$ cat src/design/ssfl_ram.sv
// Generic simple dual-port RAM: one write port, one read port, registered read.
// No dependencies.
module ssfl_ram #(
    parameter int WIDTH = 8,
    parameter int DEPTH = 16
) (
    input  logic                     aclk,
    input  logic                     wr_en,
    input  logic [$clog2(DEPTH)-1:0] wr_addr,
    input  logic [WIDTH-1:0]         wr_data,
    input  logic [$clog2(DEPTH)-1:0] rd_addr,
    output logic [WIDTH-1:0]         rd_data
);

    logic [WIDTH-1:0] mem [DEPTH];

    always_ff @(posedge aclk) begin
        if (wr_en) begin
            mem[wr_addr] <= wr_data;
        end
        rd_data <= mem[rd_addr];
    end

endmodule

$ cat config.mk
export PLATFORM = sky130hd
export DESIGN_NAME = ssfl_ram
export DESIGN_NICKNAME = d
export VERILOG_FILES = /design/src/design/ssfl_ram.sv
export SDC_FILE = /design/constraint.sdc
export NUM_CORES = 1
export LEC_CHECK = 0
export ABC_CLOCK_PERIOD_IN_PS = 2100
export BUFFER_PORTS_ARGS = -buffer_cell sky130_fd_sc_hd__buf_2
export CAP_MARGIN = 20
export CORE_UTILIZATION = 60
export CTS_BUF_LIST = sky130_fd_sc_hd__clkbuf_4
export DETAILED_ROUTE_END_ITERATION = 8
export HOLD_SLACK_MARGIN = 0.1
export PLACE_DENSITY = 0.84
export SYNTH_ARGS = -nofsm -noshare
export SYNTH_HDL_FRONTEND = slang
export SYNTH_SLANG_ARGS = --single-unit
$ cat constraint.sdc
create_clock -name aclk -period 2.1 [get_ports aclk]
set_clock_uncertainty 0.2 [all_clocks]
set_input_delay 0.105 -clock aclk [delete_from_list [all_inputs] [get_ports aclk]]
set_output_delay 0.105 -clock aclk [all_outputs]
set_load 0.005 [all_outputs]
# Word-level counts from Yosys, hierarchy flattened
# Memory sizes are Yosys's and may differ from the RTL's. A register that Yosys moved wholly into a read port is not among the register bits.
# Cells that the tools add are included.
# W data, S select, Z words.
[word_totals]
register_bits = 0
ramBits = 128
output_inout_bits = 8
wordCells = 3
memories = 1
[memory_table]
columns = ["name", "depth", "word_bits", "read_ports", "rd_clocked_by_memory_dff", "wr", "line_no", "source"]
rows = [
  ["mem", 16, 8, 1, 1, 1, "15", "logic [WIDTH-1:0] mem [DEPTH];"],
]
[op_classes]
mux = 2
[op_table]
columns = ["operator", "n"]
rows = [
  ["$mux W1", 2],
]

# Logic depth before layout (Yosys ltp)
# Gate-level depths: netlist of the first run.
[depth]
word_depth = 2
ltp_mapped = 5

# Least setup slack after synthesis of the first run
# Ideal clock, no wire load.
[synth_path]
path_kind = "input to register"
startpoint = "input port wr_addr[2]"
endpoint = "memory mem[0][0], enable pin"
setup_ns = 0.383
arrival_ns = 1.215
required_ns = 1.517
slack_ns = 0.302
path_stages = 2
path_buffers = 0
cell_sequence = "or3b_2 nor3_1"
[synth_rtl]
columns = ["item", "line_no", "source"]
rows = [
  ["start, declared", "9", "input logic [$clog2(DEPTH)-1:0] wr_addr,"],
  ["end, declared", "15", ""],
]
# Straight into the memory's write port.

# Worst setup path after layout of the first run
[layout_path]
startpoint = "input port wr_addr[3]"
endpoint = "memory mem[6][7], enable pin"
# Straight into the memory's write port.

==> results.cfg, run 1 <==
[run_status]
outcome = complete, no violations

[synth]
syn_area_um2 = 5150
ys_types = 19
synth_nets = 247
ys_seq_area_frac = 0.778
synth-seq-cells = 136
syn_inst = 229
yosys_warnings = 0
postSynthAreaPerCell_um2 = 22.5

[power_and_ir_drop]
power.leakage_nw = 2.03
p_int_mw = 3.88
p_total_mw = 4.93
combPwrFrac = 0.061
vdd_drop_max_mv = 0.538
pwr-share-seq = 0.617
switching_share = 0.214
powerDensity_nw_per_um2 = 829
p_switching_mw = 1.05
pwr-share-clk = 0.322

[die]
die_width_um = 94.6
rows = 33
die-area_um2 = 8950
coreArea_um2 = 8260
initial_core_util = 0.623
io_pins = 26
die_h_um = 94.6

[layout]
fin_area_um2 = 5950
final_util = 0.721
areaGrowthSynthToFinish_pct = 15.6
nets = 320
drive_above_1_share = 0.295
final_common_cell = edfxtp_1
final_cells = 420
mostFrequentLayoutCells = edfxtp_1, buf_2, dlygate4sd3_1
n_antenna_cell = 0

[drt]
wl_per_cell_um = 22.0
drt_wl_total_um = 9240
postRouteAntennaNets = 0
vias = 2550
drc = 0
drt_iter0_drc = 266
routed_via_density = 6.07
first_pass_iters = 4

[placed_design]
hpwlAfterDp_um = 5890
place_area_um2 = 5490
portBuffers = 25
dp_slack_ns = 0.302
place.gp.congestion = 0.785
post-place-cells = 369

[clock_network]
cts_tree = done
cts_buffer_depth = 2
cts-root-buf = clkbuf_4
cts_sinks = 136
insertion_delay_ns = 0.53
clk_pin_slew_ns = 0.12
cts.htree.levels = 4
cts_buffers = 17

[critical_path]
crit_type = in -> reg
arrival_ns = 1.86
setup.worst_path.end_class = flop
crit_required_ns = 2.14
start_kind = input port
r2r_slack_ns = 0.51
path_max_fanout = 8

[sta]
max_freq_mhz = 549
setup_ws_ns = 0.279
rsz0062_at_grt = false
hold_viol = 0
maxSlewHeadroom = 0.619
whs_ns = 0.100
timing.final.crit_share = 0.867
period_needed_ns = 1.82
finalSetupViolCount = 0
maxSlewViolCount = 0
fin_tns_setup_ns = 0
worstMarginPinSlew_ns = 0.569

[grt]
grt_max_degree = 33
track_usage = 0.239
overflow = 0
grt_first_pass_wirelength_um = 14300
grt_pass1_vias = 2616
antenna_found_initial = 0

[job]
cap_violations = 0

[hold_path]
hp-class = in -> reg
==> worst paths after layout <==
check / start / end / cells past startpoint
worst max-delay path: wr_addr[3] / mem[6][7] / 6
worst min register to register: mem[13][4] / rd_data[4] / 3
worst min-delay path: rd_addr[0] / rd_data[4] / 5
worst max register to register: mem[2][2] / rd_data[2] / 3
==> registers in the layout (all words and copies together), names as in the netlist <==
register and flops:
mem 128, rd_data 8
==> power groups by stage <==
stage | registers, mW | clock network, mW | logic (mW)
6_report | 3.04 | 1.59 | 0.301
5_1_grt | 3.05 | 1.72 | 0.329
4_1_cts | 3.04 | 1.61 | 0.308
3_5_place_dp | 3.11 | 0 | 0.277
3_3_place_gp | 3.10 | 0 | 0.264
2_1_floorplan | 3.11 | 0 | 0.154
==> repair_timing <==
| item | 4_1_cts | 5_1_grt |
|---|---|---|
| endpoints found under the setup margin | 0 | 2 |
| hold buffers | 21 | 0 |
| hold endpoints to repair | 237 | 0 |
| setup buffers | 0 | 0 |
| gates resized for setup | 0 | 0 |
==> logic make-up (layout without fill, tap and decap cells) <==
group           count (synthesis)  count (layout)  share of synthesized area
flops                         136             136                      0.778
buf+inv                        10              96                     0.0168
compound gates                 16              16                     0.0233
simple gates                   35              35                     0.0318
mux                            32              32                      0.150
==> routing by layer <==
| metal | vias to the layer above | wire length (µm) | GRT usage |
|---|---|---|---|
| li1 | 1124 | - | - |
| met1 | 1287 | 3500 | 0.296 |
| met2 | 119 | 4840 | 0.389 |
| met3 | 20 | 681 | 0.0644 |
| met4 | 0 | 213 | 0.128 |
| met5 | - | 0 | 0 |
==> synth_stat cells (all sizes together) <==
library cell,n,area [µm²]
edfxtp,128,3840
mux4,32,773
a22oi,16,120
nor2,13,48.8
nand2,9,33.8
dfxtp,8,160
buf,7,56.3
nor3,4,20.0
clkdlybuf4s25,3,30.0
nand2b,2,12.5
nand3b,2,15.0
and2,1,6.26
and2b,1,7.51
nand3,1,5.00
nor2b,1,6.26
or3b,1,8.76
==> worst max-delay path, stage by stage <==
cell and delay (ns):
dlygate4sd3_1 0.53, buf_2 0.14, nand3b_1 0.16, dlygate4sd3_1 0.61, nor2_1 0.11, buf_4 0.20
==> layout make-up <==
cell class | count | area [µm²]
clock inverter | 14 | 133
fill | 480 | 2310
sequential | 136 | 4000
timing repair buffer | 64 | 490
tap | 105 | 131
clock buffer | 18 | 135
multi-input combinational | 83 | 1060
No activity file was read; power rests on OpenSTA's default activity.
==> inputs of run 2 (changes only) <==
--- a/config.mk
+++ b/config.mk
@@ -13,6 +13,7 @@
 export DETAILED_ROUTE_END_ITERATION = 8
 export HOLD_SLACK_MARGIN = 0.1
 export PLACE_DENSITY = 0.84
+export RECOVER_POWER = 25
 export SYNTH_ARGS = -nofsm -noshare
 export SYNTH_HDL_FRONTEND = slang
 export SYNTH_SLANG_ARGS = --single-unit
==> run 2 against run 1 <==
Die area unchanged. Critical path depth unchanged. Maximum frequency down 0.22%. Critical endpoint unchanged. Largest cell class unchanged. Highest routed layer unchanged.
==> results.cfg, run 2 (same netlist as run 1, synthesis figures left out) <==
[run_status]
outcome = complete, no violations

[layout]
reg_top3 = mem x128, rd_data x8
drive_above_1_share = 0.276
nets = 320
seq_area_um2 = 4000
areaGrowthSynthToFinish_pct = 15.5
multi_input_area_um2 = 1060
mostFrequentLayoutCells = edfxtp_1, dlygate4sd3_1, buf_2
num-fill-cells = 483
n_antenna_cell = 0
final_util = 0.720
max_flop_register = mem
final_common_cell = edfxtp_1
largest_reg_flops = 128
fin_area_um2 = 5940

[clock_network]
cts_sinks = 136
cts_buffers = 17
clk_pin_slew_ns = 0.12
cts.htree.levels = 4
cts_setup_buffers = 0
cts-root-buf = clkbuf_4
post_cts_resized = 0
cts_buffer_depth = 2
insertion_delay_ns = 0.53
cts_tree = done

[placed_design]
place_area_um2 = 5490
dp_slack_ns = 0.302
place.gp.congestion = 0.785
portBuffers = 25
hpwlAfterDp_um = 5890

[critical_path]
start_kind = input port
arrival_ns = 1.86
setup.worst_path.end_class = flop
crit_type = in -> reg
crit_required_ns = 2.13
path_max_fanout = 8

[grt]
grt_first_pass_wirelength_um = 14300
antenna_found_initial = 0
grt_max_degree = 33
track_usage = 0.239
overflow = 0
grt_pass1_vias = 2616

[power_and_ir_drop]
p_int_mw = 3.88
switching_share = 0.214
p_switching_mw = 1.06
p_total_mw = 4.93
pwr-share-clk = 0.322
power.leakage_nw = 2.02
powerDensity_nw_per_um2 = 830
pwr-share-seq = 0.617
vdd_drop_max_mv = 0.538
combPwrFrac = 0.061

[die]
rows = 33
die_width_um = 94.6
initial_core_util = 0.623
die-area_um2 = 8950
io_pins = 26
die_h_um = 94.6
coreArea_um2 = 8260

[sta]
finalSetupViolCount = 0
worstMarginPinSlew_ns = 0.672
setup_ws_ns = 0.275
timing.final.crit_share = 0.869
fin_tns_setup_ns = 0
max_freq_mhz = 548
maxSlewHeadroom = 0.552
period_needed_ns = 1.82
hold_viol = 0
maxSlewViolCount = 0
rsz0062_at_grt = false

[drt]
drt_iter0_drc = 289
routed_via_density = 6.07
vias = 2550
drc = 0
postRouteAntennaNets = 0
drt_wl_total_um = 9290
first_pass_iters = 4
wl_per_cell_um = 22.1

[hold_path]
hp-class = in -> reg

[job]
cap_violations = 0
run 2: layout make-up:
class                           count  share of cell area
Timing Repair Buffer               64              0.0813
Sequential cell                   136               0.674
Tap cell                          105              0.0221
Multi-Input combinational cell     83               0.178
Clock inverter                     14              0.0223
Clock buffer                       18              0.0227
run 2: worst max-delay path, stage by stage:
cell           delay [ns]
dlygate4sd3_1        0.53
buf_2                0.14
nand3b_1             0.16
dlygate4sd3_1        0.61
nor2_1               0.11
buf_4                0.20
run 2: power groups by stage:
stage | Combinational [mW] | Clock [mW] | Sequential, mW
floorplan | 0.154 | 0 | 3.11
global placement | 0.264 | 0 | 3.10
detailed placement | 0.277 | 0 | 3.11
CTS | 0.308 | 1.61 | 3.04
global route | 0.328 | 1.72 | 3.05
finish | 0.301 | 1.59 | 3.04
run 2: through the flow:
step,hold slack (ns),std cells
2_1_floorplan,0.00387,229
3_3_place_gp,0.286,369
3_5_place_dp,0.285,369
4_1_cts,0.114,422
5_1_grt,0.159,420
6_report,0.108,420
run 2: metal layers:
metal  share of wire  wire, µm  GRT usage  up-vias
met2            0.52      4790      0.389      122
met4           0.029       265      0.128        0
met3           0.079       734     0.0644       21
li1                -         -          -     1126
met1            0.38      3500      0.296     1281
met5               0         0          0        -
run 2: final timing paths:
path                      to  slack, ns  cells after the start  startpoint
setup / recovery   mem[6][7]       0.28                      6  wr_addr[3]
hold / removal    rd_data[4]       0.11                      5  rd_addr[0]
setup reg to reg  rd_data[2]       0.50                      3   mem[2][2]
hold reg to reg   rd_data[4]       0.47                      3  mem[13][4]
run 2: what timing repair did:
action	CTS	global route
endpoints found under the setup margin	0	2
endpoints found under the hold margin	237	0
hold buffers	21	0
