===== config.mk =====
export PLATFORM = sky130hd
export DESIGN_NAME = ssfl_step
export DESIGN_NICKNAME = d
export VERILOG_FILES = /design/src/design/ssfl_pkg.sv /design/src/design/ssfl_step.sv
export SDC_FILE = /design/constraint.sdc
export NUM_CORES = 1
export LEC_CHECK = 0
export BUFFER_PORTS_ARGS = -buffer_cell sky130_fd_sc_hd__buf_2
export CORE_MARGIN = 3
export CORE_UTILIZATION = 40
export DETAILED_ROUTE_END_ITERATION = 10
export PLACE_DENSITY = 0.76
export SKIP_LAST_GASP = 1
export SLEW_MARGIN = 0
export SYNTH_ARGS = -nofsm -noshare
export SYNTH_HDL_FRONTEND = slang
export SYNTH_SLANG_ARGS = --single-unit

===== constraint.sdc =====
create_clock -name vclk -period 5.24
set_input_delay 0.262 -clock vclk [all_inputs]
set_output_delay 0.262 -clock vclk [all_outputs]
set_load 0.02 [all_outputs]

===== src/design/ssfl_pkg.sv =====
// Shared constants and codes for the sorted symbol floor lookup block.
// Used by the top level, ssfl_step and ssfl_chk; has no dependencies.
package ssfl_pkg;

    // Table geometry
    localparam int TABLE_DEPTH = 4096;
    localparam int IDX_W       = $clog2(TABLE_DEPTH);
    localparam int CNT_W       = $clog2(TABLE_DEPTH + 1);
    localparam int ADDR_W      = 64;
    localparam int ENTRY_W     = ADDR_W + 1;    // {skip mark, start address}

    // Field widths on the stream ports
    localparam int OP_W     = 2;
    localparam int TYPE_W   = 8;
    localparam int STATUS_W = 3;
    localparam int OUT_IDX_W = 12;
    localparam int S_DATA_W = 80;
    localparam int M_DATA_W = 80;

    // Operation codes
    localparam logic [OP_W-1:0] OP_CLEAR  = 2'd0;
    localparam logic [OP_W-1:0] OP_INSERT = 2'd1;
    localparam logic [OP_W-1:0] OP_LOOKUP = 2'd2;

    // Result status codes
    localparam logic [STATUS_W-1:0] ST_OK        = 3'd0;
    localparam logic [STATUS_W-1:0] ST_FILTERED  = 3'd1;
    localparam logic [STATUS_W-1:0] ST_FULL      = 3'd2;
    localparam logic [STATUS_W-1:0] ST_NOT_FOUND = 3'd3;
    localparam logic [STATUS_W-1:0] ST_SKIPPED   = 3'd4;

    // Symbol type characters that are kept ('t' and 'T')
    localparam logic [TYPE_W-1:0] TYPE_TEXT_LOWER = 8'h74;
    localparam logic [TYPE_W-1:0] TYPE_TEXT_UPPER = 8'h54;

    // One result transaction
    typedef struct packed {
        logic [ADDR_W-1:0]    entry_address;
        logic [OUT_IDX_W-1:0] entry_index;
        logic                 found;
        logic [STATUS_W-1:0]  status;
    } result_t;

endpackage


===== src/design/ssfl_step.sv =====
// Binary search step unit: next probe position and one 64-bit compare/bound update.
// Depends on ssfl_pkg.
module ssfl_step (
    input  logic [ssfl_pkg::CNT_W-1:0]  lo,
    input  logic [ssfl_pkg::CNT_W-1:0]  hi,
    input  logic [ssfl_pkg::IDX_W-1:0]  probe,      // position whose entry is in entry
    input  logic [ssfl_pkg::ADDR_W-1:0] entry,
    input  logic [ssfl_pkg::ADDR_W-1:0] query,
    output logic                        active,     // lo < hi, search not finished
    output logic [ssfl_pkg::IDX_W-1:0]  mid,
    output logic [ssfl_pkg::CNT_W-1:0]  lo_next,
    output logic [ssfl_pkg::CNT_W-1:0]  hi_next
);

    logic [ssfl_pkg::CNT_W-1:0] span;
    logic [ssfl_pkg::CNT_W-1:0] mid_full;
    logic                       le;

    // Midpoint; while active, mid < hi <= depth so it fits an index
    assign active   = lo < hi;
    assign span     = hi - lo;
    assign mid_full = lo + (span >> 1);
    assign mid      = mid_full[ssfl_pkg::IDX_W-1:0];

    // Upper-bound update: move past entries not above the query
    assign le      = entry <= query;
    assign lo_next = le ? ({1'b0, probe} + ssfl_pkg::CNT_W'(1)) : lo;
    assign hi_next = le ? hi : {1'b0, probe};

endmodule


Word level (Yosys, flattened, before mapping)

Cells that the tools add are included.

RAM bits: 0
Logic and storage cells: 7
Latch bits: 0
Flip-flop bits (word level): 0
Memory bits (read-only): 0
Memories: 0
Output and inout port bits: 39
Bits of input ports: 166

Div/mod/pow operators: 0
Eq/ne operators: 0
Mux-type cells: 2
Bitwise logic cells: 0
$mul: 0
Add/subtract/negate cells: 3
Shift-type cells: 0
Reduce and logical (&&, ||, !) cells: 0
Magnitude comparators: 2

Operators with widths:

| cell                                           | count |
|---|---|
| <= comparator 64 bit                           | 1 |
| 2-to-1 mux 13 bit                              | 2 |
| adder 12 x 1 -> 13 bit (second input constant) | 1 |
| less-than comparator 13 bit                    | 1 |
| subtractor 13 bit                              | 1 |
| adder 12 bit                                   | 1 |

Longest topological paths before layout

Gate-level depths: netlist of run 1.

Depth after elaboration: 2
Gate-level depth with buffers: 15

Least setup slack after synthesis of run 1

OpenSTA, ideal clock, no wires.

Kind: input -> output
From: in lo[2] in the netlist's numbering
To: out mid[11] in the netlist's numbering
Data required time: 4.978 ns
Data arrival time: 3.265 ns
Path slack: 1.713 ns
Cell stages on the path: 14
Cells stage by stage: inv_1 ha_1 nor2b_1 o31a_1 o311a_1 o21a_1 nor2_1 xnor2_1 ha_1 a21oi_1 or4b_2 a31o_2 a21oi_1 xnor2_1

Word-level cells in the longest chain between the ends: 2

Ends and longest elaborated chain:

| element            | RTL line        | text |
|---|---|---|
| start: declaration | ssfl_step.sv:4  | `input logic [ssfl_pkg::CNT_W-1:0] lo,` |
| subtractor 13 bit  | ssfl_step.sv:21 | `assign span = hi - lo;` |
| adder 12 bit *     | ssfl_step.sv:22 | `assign mid_full = lo + (span >> 1);` |
| end: declaration   | ssfl_step.sv:10 | `output logic [ssfl_pkg::IDX_W-1:0] mid,` |

Every way passes the cells marked *; elsewhere a longest branch is shown, timed or not.

Final worst setup path of run 1

From: in hi[0] in the netlist's numbering
To: out mid[11] in the netlist's numbering

Word-level cells in the longest chain between the ends: 2

Ends and longest elaborated chain:

| element            | RTL line        | text |
|---|---|---|
| start: declaration | ssfl_step.sv:5  | `input logic [ssfl_pkg::CNT_W-1:0] hi,` |
| subtractor 13 bit  | ssfl_step.sv:21 |  |
| adder 12 bit       | ssfl_step.sv:22 |  |

Every way passes these cells.

==> results of run 1 <==
## per-stage QoR
step,instances,util,hold slack [ns]
6_report,753,0.558,0.879
5_1_grt,753,0.558,0.884
4_1_cts,753,0.558,0.872
3_5_place_dp,753,0.558,0.871
3_3_place_gp,753,0.558,0.871
2_1_floorplan,448,-,0.671
## logic make-up (layout without fill, tap and decap cells)
logic type / after synthesis / in the layout
fa+ha+maj: 92 / 92
mux: 25 / 25
simple gates: 109 / 109
compound gates: 100 / 100
xor+xnor: 26 / 26
buf+inv: 96 / 299
## layer usage
metal / GRT usage / wire (um)
met5: 0 / 13
met4: 0.0379 / 192
met3: 0.0266 / 681
met2: 0.387 / 4850
met1: 0.240 / 4130
## area by class of cell
class                           count  share of cell area
Inverter                           93              0.0801
Tap cell                          102              0.0293
Multi-Input combinational cell    352               0.653
Timing Repair Buffer              206               0.237
## worst max-delay path: cells and delay by family
family	cells	cell delay, ns
AOI/OAI and AO/OA	6	1.37
and+or+nand+nor	3	0.78
adders and majority gates	3	0.62
buffers and inverters	3	0.35
xor gates and xnor gates	2	0.21
## how the worst max path moves through the flow
stage               start       to  slack [ns]  depth (start not counted)
finish              hi[0]  mid[11]        1.37                         17
global route        hi[0]  mid[10]        1.10                         15
CTS                 hi[0]  mid[11]        1.34                         17
detailed placement  hi[0]  mid[11]        1.36                         17
global placement    lo[2]  mid[11]        1.43                         16
floorplan           lo[2]  mid[11]        1.71                         14
## cell usage in the layout, fill, tap and decap left out, types with 2 or more instances in the layout
cell type,synthesis,final
mux2i_1,12,12
o21ai_0,17,17
nand3_1,16,16
xnor2_1,17,17
inv_1,93,93
o31a_1,2,2
nor3_1,7,7
nand2b_1,2,2
nand4_1,12,12
mux2_4,7,7
o21a_1,7,7
a211oi_1,2,2
o21bai_1,2,2
a31oi_1,2,2
buf_2,0,205
ha_1,90,90
o211ai_1,3,3
fa_1,2,2
and3_1,3,3
a31o_2,2,2
nor2_1,23,23
or2_2,3,3
nand2_1,29,29
xor2_1,9,9
mux2_2,6,6
a21o_1,7,7
nor2b_1,3,3
a21oi_1,43,43
or4_1,2,2
nor4_1,3,3
a211o_1,2,2
## power groups by stage
stage / sequential [uW] / combinational [uW] / clock (uW)
after global routing: 0 / 684 / 0
final: 0 / 612 / 0
after floorplan: 0 / 415 / 0
after global placement: 0 / 600 / 0
after detailed placement: 0 / 613 / 0
after CTS: 0 / 617 / 0
==> results by group, run 1 <==
Drt
  • DR iter-0 viols: 110
  • Total wire length: 9870 um
  • Drt pass-1 iters: 4
  • Antenna viol nets, final: 0
  • Via count: 3763
  • Post-route DRC: 0
  • Via/cell ratio: 5.00
  • DR WL/cell: 13.1 um

Global route
  • GRT overflow: 0
  • Vias in the first global route: 3695
  • Largest net degree at the start of global routing: 27
  • First-pass GRT wire length: 15400 um
  • Antenna violations before repair: 1
  • Total track usage: 0.203

Cells and area
  • CLK BUF: 0
  • FILL cells: 750
  • Nets: 911
  • Num sequential: 0
  • Synth-to-layout area growth: 34.7%
  • Register area: 0 um^2
  • Finished Cell Area: 0.00436 mm^2
  • N_diodes: 0
  • Share of cells above drive strength 1: 0.347
  • Area of the multi-input gates: 0.00285 mm^2

Critical path
  • Kind of critical path: primary input to output pin
  • Endpoint class of the critical path: output pin
  • Critical path arrival: 3.61 ns
  • Crit-path cells: buf_2 -> inv_1 -> ha_1 -> fa_1 -> nor2b_1 -> o31a_1 -> o311a_1 -> o21a_1 -> nor2_1 -> xnor2_1 -> ha_1 -> a21oi_1 -> or4b_2 -> a31o_2 -> a21oi_1 -> xnor2_1 -> buf_2
  • Critical path's largest stage delay: 0.60 ns
  • CP startpoint kind: primary input
  • Worst-path fanout max: 3
  • Data required, critical path: 4.98 ns
  • Slowest-stage cell, CP: or4b_2

Min path
  • WHS Endpoint: hi_next[12]
  • Hold Path Depth: 3
  • Hold path start: hi[12]
  • Hold Crit Class: primary input to output pin

Logic synthesis
  • Ranking of synthesized cells by area: ha_1 35%, inv_1 11%, a21oi_1 6.7%
  • XOR/XNOR Fraction of Synth Area: 0.0704
  • Post-Synth Adder-Cell Area: 0.361
  • Mux cell area share after synthesis: 0.0905
  • Compound-Gate Fraction of Synth Area: 0.191
  • Cells after synthesis: 448
  • Commonest cells post-synth: 93 x inv_1, 90 x ha_1, 43 x a21oi_1
  • Synth top area share: 0.348
  • Cell with the most instances after synthesis: inv_1
  • Average size of a mapped cell: 7.22 um^2
  • Syn_nets: 706
  • Cell accounting for the most synthesized area: ha_1
  • Largest family of logic cells by synthesized area: adder cells
  • Synth Area in Simple Gates: 0.167
  • Seq/Total Area, Yosys: 0
  • Mapped Area: 0.00323 mm^2
  • YS warnings: 0
  • Post-synth cell types: 50

Placed design
  • RePlAce Congestion: 0.874
  • I/O Buffers: 205
  • Pre-CTS setup slack: 1.36 ns
  • HPWL after DPL: 9160 um
  • Placed cell area: 0.00436 mm^2

STA
  • Slew HR: 0.594
  • Final Slew Violations: 0
  • Fmax: 0.259 GHz
  • Worst Max-Slew Pin Slew: 0.593 ns
  • Final Hold Viols: 0
  • Minimum clock period: 3.87 ns
  • Final period util: 0.738
  • Fin Setup TNS: 0 ns
  • Setup violators final: 0
  • RSZ-0062 raised after global routing: no
  • Worst setup margin: 1.37 ns

Power
  • Total power: 612 uW
  • Sw frac: 0.563
  • Maximum vdd drop: 87.4 uV
  • P_sw: 344 uW
  • Leak Pwr: 0.00264 uW
  • Clock power frac: 0
  • Flop pwr share: 0
  • PD cells: 141 mW/mm^2
  • Combinational share of power: 1.000
  • Int Power: 268 uW

Clock network
  • Cts repair resizes: 0
  • Post-CTS setup repair buffer count: 0
  • Hold buffer count at cts: 0

Floorplan
  • Starting Density: 0.414
  • Die Width: 95.9 um
  • Die area: 0.00920 mm^2
  • Die height: 95.9 um
  • I/O Pins: 205
  • Site row count: 32
  • Core footprint: 0.00781 mm^2

Flow run
  • Maxcap violations: 0

Run status
  • Status: finished clean
Note: power is estimated with default switching activity, not from simulation.
==> run 2, diff against run 1 <==
--- a/config.mk
+++ b/config.mk
@@ -9,7 +9,7 @@
 export CORE_MARGIN = 3
 export CORE_UTILIZATION = 40
 export DETAILED_ROUTE_END_ITERATION = 10
-export PLACE_DENSITY = 0.76
+export PLACE_DENSITY = 0.79
 export SKIP_LAST_GASP = 1
 export SLEW_MARGIN = 0
 export SYNTH_ARGS = -nofsm -noshare
==> constraint.sdc (replaced) <==
create_clock -name vclk -period 3.5
set_input_delay 0.175 -clock vclk [all_inputs]
set_output_delay 0.175 -clock vclk [all_outputs]
set_load 0.02 [all_outputs]
==> run 2 against run 1 <==
Highest routed layer unchanged. Clock-buffer cell count did not move. First-iteration DRC count rose by 6.4%. Critical path type unchanged. Routed wire length up 12%. Largest power group unchanged.
==> results by group, run 2 (synthesis results as in run 1) <==
Cells and area
  • Cell Count, Final, Fillers Out: 783
  • Register area: 0 um^2
  • Share of cells above drive strength 1: 0.404
  • Most frequent cells in the layout: 203 x buf_2, 92 x inv_1, 85 x ha_1
  • CLK BUF: 0
  • Final Util: 0.607
  • Synth-to-layout area growth: 46.4%
  • Most common cell after layout, fill and taps aside: buf_2
  • N_diodes: 0
  • Num sequential: 0
  • Nets: 941

STA
  • Fin Setup TNS: 0 ns
  • Final Hold Viols: 0
  • Setup violators final: 0
  • Fmax: 0.295 GHz
  • Hold WS: 0.696 ns
  • Minimum clock period: 3.39 ns
  • RSZ-0062 raised after global routing: yes
  • Worst setup margin: 0.111 ns
  • Final period util: 0.968
  • Slew HR: 0.727
  • Final Slew Violations: 0
  • Worst Max-Slew Pin Slew: 0.406 ns

Critical path
  • Critical path arrival: 3.21 ns
  • Levels on crit path: 16
  • Crit-path cells: buf_2 -> inv_1 -> ha_4 -> buf_4 -> nand2_2 -> o211ai_1 -> a31oi_2 -> nor2b_2 -> xnor2_1 -> ha_1 -> a21oi_2 -> or4b_4 -> a31o_4 -> a21oi_4 -> xnor2_1 -> buf_4
  • CP Buf/Inv Count: 4
  • Endpoint class of the critical path: output pin
  • Worst-path fanout max: 3
  • Top Family by Delay on Critical Path: compound AO/OA/AOI/OAI gates
  • CP startpoint kind: primary input
  • Slowest-stage cell, CP: or4b_4
  • Critical path's largest stage delay: 0.47 ns
  • Kind of critical path: primary input to output pin
  • Data required, critical path: 3.32 ns

Clock network
  • Hold buffer count at cts: 0

Global route
  • First-pass GRT wire length: 16300 um
  • Largest net degree at the start of global routing: 27
  • Antenna violations before repair: 2
  • GRT overflow: 0
  • Vias in the first global route: 3890
  • Total track usage: 0.214

Run status
  • Status: finished clean

Min path
  • Hold Path Depth: 3
  • WHS Endpoint: hi_next[12]
  • Hold Crit Class: primary input to output pin
  • Hold path start: hi[12]

Power
  • PD cells: 225 mW/mm^2
  • Maximum vdd drop: 107 uV
  • Leak Pwr: 0.00282 uW

Drt
  • Via/cell ratio: 5.22
  • Via count: 4091
  • Antenna viol nets, final: 0
  • Post-route DRC: 0
  • DR WL/cell: 14.1 um
  • Drt pass-1 iters: 7
  • DR iter-0 viols: 117
  • Total wire length: 11000 um

Flow run
  • Maxcap violations: 0

Placed design
  • Pre-CTS setup slack: -0.146 ns
  • Placed Cells: 775
  • I/O Buffers: 205
  • HPWL after DPL: 9680 um
  • RePlAce Congestion: 0.951

Floorplan
  • I/O Pins: 205
  • Die area: 0.00920 mm^2
  • Core footprint: 0.00781 mm^2
  • Starting Density: 0.414
  • Site row count: 32
  • Die Width: 95.9 um
  • Die height: 95.9 um
==> run 2: cell type report <==
class,count,area [um^2]
fill,710,3070
multi-input combinational,352,2980
timing repair buffer,236,1280
inverter,93,349
tap,102,128
==> run 2: through the flow <==
stage / area [um^2] / power [uW]
2_1_floorplan: 3230 / 622
3_3_place_gp: 4530 / 950
3_5_place_dp: 4530 / 977
4_1_cts: 4600 / 1010
5_1_grt: 4740 / 1170
6_report: 4740 / 1070
==> run 2: worst max path at each step <==
| stage | start | to |
|---|---|---|
| after floorplan | lo[2] | mid[11] |
| after global placement | hi[0] | mid[11] |
| after detailed placement | hi[0] | mid[11] |
| after CTS | lo[1] | mid[10] |
| after global routing | lo[1] | mid[10] |
| final | lo[2] | mid[11] |
==> run 2: power breakdown <==
group	switching (uW)	internal (uW)
registers	0	0
clock network	0	0
logic	569	498
==> run 2: what timing repair did <==
| action | in CTS | in global routing |
|---|---|---|
| endpoints found under the setup margin | 2 | 3 |
| pin swaps | 6 | 24 |
| cloned | 0 | 0 |
| setup buffers | 2 | 6 |
| gates resized for setup | 12 | 15 |
| hold endpoints to repair | 0 | 0 |
==> run 2: per-layer routing <==
metal | vias up | global-route usage | routed length (um)
li1 | 2044 | - | -
met1 | 1863 | 0.237 | 4310
met2 | 159 | 0.428 | 5760
met3 | 21 | 0.0344 | 793
met4 | 4 | 0.0320 | 161
met5 | - | 0 | 14
==> run 3, diff against run 2 <==
--- a/config.mk
+++ b/config.mk
@@ -9,7 +9,7 @@
 export CORE_MARGIN = 3
 export CORE_UTILIZATION = 40
 export DETAILED_ROUTE_END_ITERATION = 10
-export PLACE_DENSITY = 0.79
+export PLACE_DENSITY_LB_ADDON = 0.3
 export SKIP_LAST_GASP = 1
 export SLEW_MARGIN = 0
 export SYNTH_ARGS = -nofsm -noshare
==> run 3 against run 2 <==
Power decreased by 1.8%. Die area unchanged. Maximum frequency decreased by 0.92%. Cell count increased by 0.13%. Worst setup slack got worse by 0.031 ns. Critical endpoint unchanged. Largest cell class unchanged.
==> results by group, run 3 (synthesis results as in run 1) <==
Floorplan
  • Die height: 95.9 um
  • Site row count: 32
  • Core footprint: 0.00781 mm^2
  • Die area: 0.00920 mm^2
  • Starting Density: 0.414
  • I/O Pins: 205
  • Die Width: 95.9 um

Global route
  • Largest net degree at the start of global routing: 27
  • Vias in the first global route: 3991
  • First-pass GRT wire length: 16200 um
  • Antenna violations before repair: 0
  • GRT overflow: 0
  • Total track usage: 0.212

Critical path
  • Worst-path fanout max: 3
  • Slowest-stage cell, CP: or4b_4
  • Data required, critical path: 3.32 ns
  • Critical path's largest stage delay: 0.48 ns
  • Endpoint class of the critical path: output pin
  • Kind of critical path: primary input to output pin
  • Critical path arrival: 3.25 ns
  • CP startpoint kind: primary input
  • Worst path most repeated cell: xnor2_1
  • Crit-path cells: buf_6 -> inv_4 -> ha_4 -> fa_2 -> nor2b_2 -> o31a_1 -> o311a_1 -> o21a_1 -> nor2_2 -> xnor2_1 -> ha_2 -> a21oi_2 -> or4b_4 -> a31o_4 -> a21oi_4 -> xnor2_1 -> buf_4

Placed design
  • I/O Buffers: 205
  • Placed cell area: 0.00455 mm^2
  • HPWL after DPL: 9310 um
  • RePlAce Congestion: 0.875

Drt
  • Drt pass-1 iters: 4
  • Post-route DRC: 0
  • Antenna viol nets, final: 0
  • Via count: 4021
  • Total wire length: 10600 um
  • Via/cell ratio: 5.13
  • DR WL/cell: 13.5 um
  • DR iter-0 viols: 68

Cells and area
  • N_diodes: 0
  • Finished Cell Area: 0.00472 mm^2
  • Nets: 942
  • Final Util: 0.604
  • Share of cells above drive strength 1: 0.400
  • Register area: 0 um^2
  • Num sequential: 0
  • CLK BUF: 0
  • Synth-to-layout area growth: 45.8%
  • Most frequent cells in the layout: 202 x buf_2, 91 x inv_1, 86 x ha_1
  • Most common cell after layout, fill and taps aside: buf_2

STA
  • Final Slew Violations: 0
  • Final period util: 0.977
  • Fin Setup TNS: 0 ns
  • Minimum clock period: 3.42 ns
  • Fmax: 0.292 GHz
  • Setup violators final: 0
  • Final Hold Viols: 0
  • Slew HR: 0.693
  • Worst Max-Slew Pin Slew: 0.456 ns
  • Hold WS: 0.688 ns

Power
  • Maximum vdd drop: 156 uV
  • Leak Pwr: 0.00282 uW
  • PD cells: 222 mW/mm^2

Run status
  • Status: finished clean

Min path
  • Hold Crit Class: primary input to output pin

Flow run
  • Maxcap violations: 0
run 3: worst max-delay path: cells and delay by family:
kind / cells / cell delay (ns)
adders and majority gates: 3 / 0.54
xor gates and xnor gates: 2 / 0.21
and+or+nand+nor: 3 / 0.66
buffers and inverters: 3 / 0.31
AOI/OAI and AO/OA: 6 / 1.36
run 3: routing by layer:
metal / vias to the layer above / GRT usage / share of wire
met5: - / 0 / 0
met4: 0 / 0.0486 / 0.021
met3: 32 / 0.0188 / 0.066
met2: 163 / 0.417 / 0.51
met1: 1785 / 0.243 / 0.40
li1: 2041 / - / -
run 3: path summary, 6_finish.rpt:
check	startpoint	end	slack, ns	cells past startpoint
worst max-delay path	hi[0]	mid[11]	0.08	17
worst min-delay path	probe[0]	lo_next[0]	0.69	3
run 3: cell type report:
class	instances	area [um^2]
fill	719	3090
multi-input combinational	352	2950
timing repair buffer	237	1290
inverter	93	352
tap	102	128
run 3: per-stage QoR:
stage	setup slack, ns	std cells	power (uW)
CTS	0.000325	781	1010
global placement	-0.102	777	950
global route	-0.0545	784	1150
detailed placement	-0.218	777	973
finish	0.0796	784	1050
floorplan	0.147	448	622
run 3: what timing repair did:
| action | CTS | global route |
|---|---|---|
| endpoints found under the setup margin | 2 | 3 |
| resized for setup | 17 | 9 |
| buffers inserted | 4 | 3 |
| hold buffers | 0 | 0 |
| pin swaps | 13 | 9 |
run 3: power breakdown:
part	switching, uW	internal, uW	total, uW
sequential	0	0	0
combinational	554	494	1050
clock	0	0	0
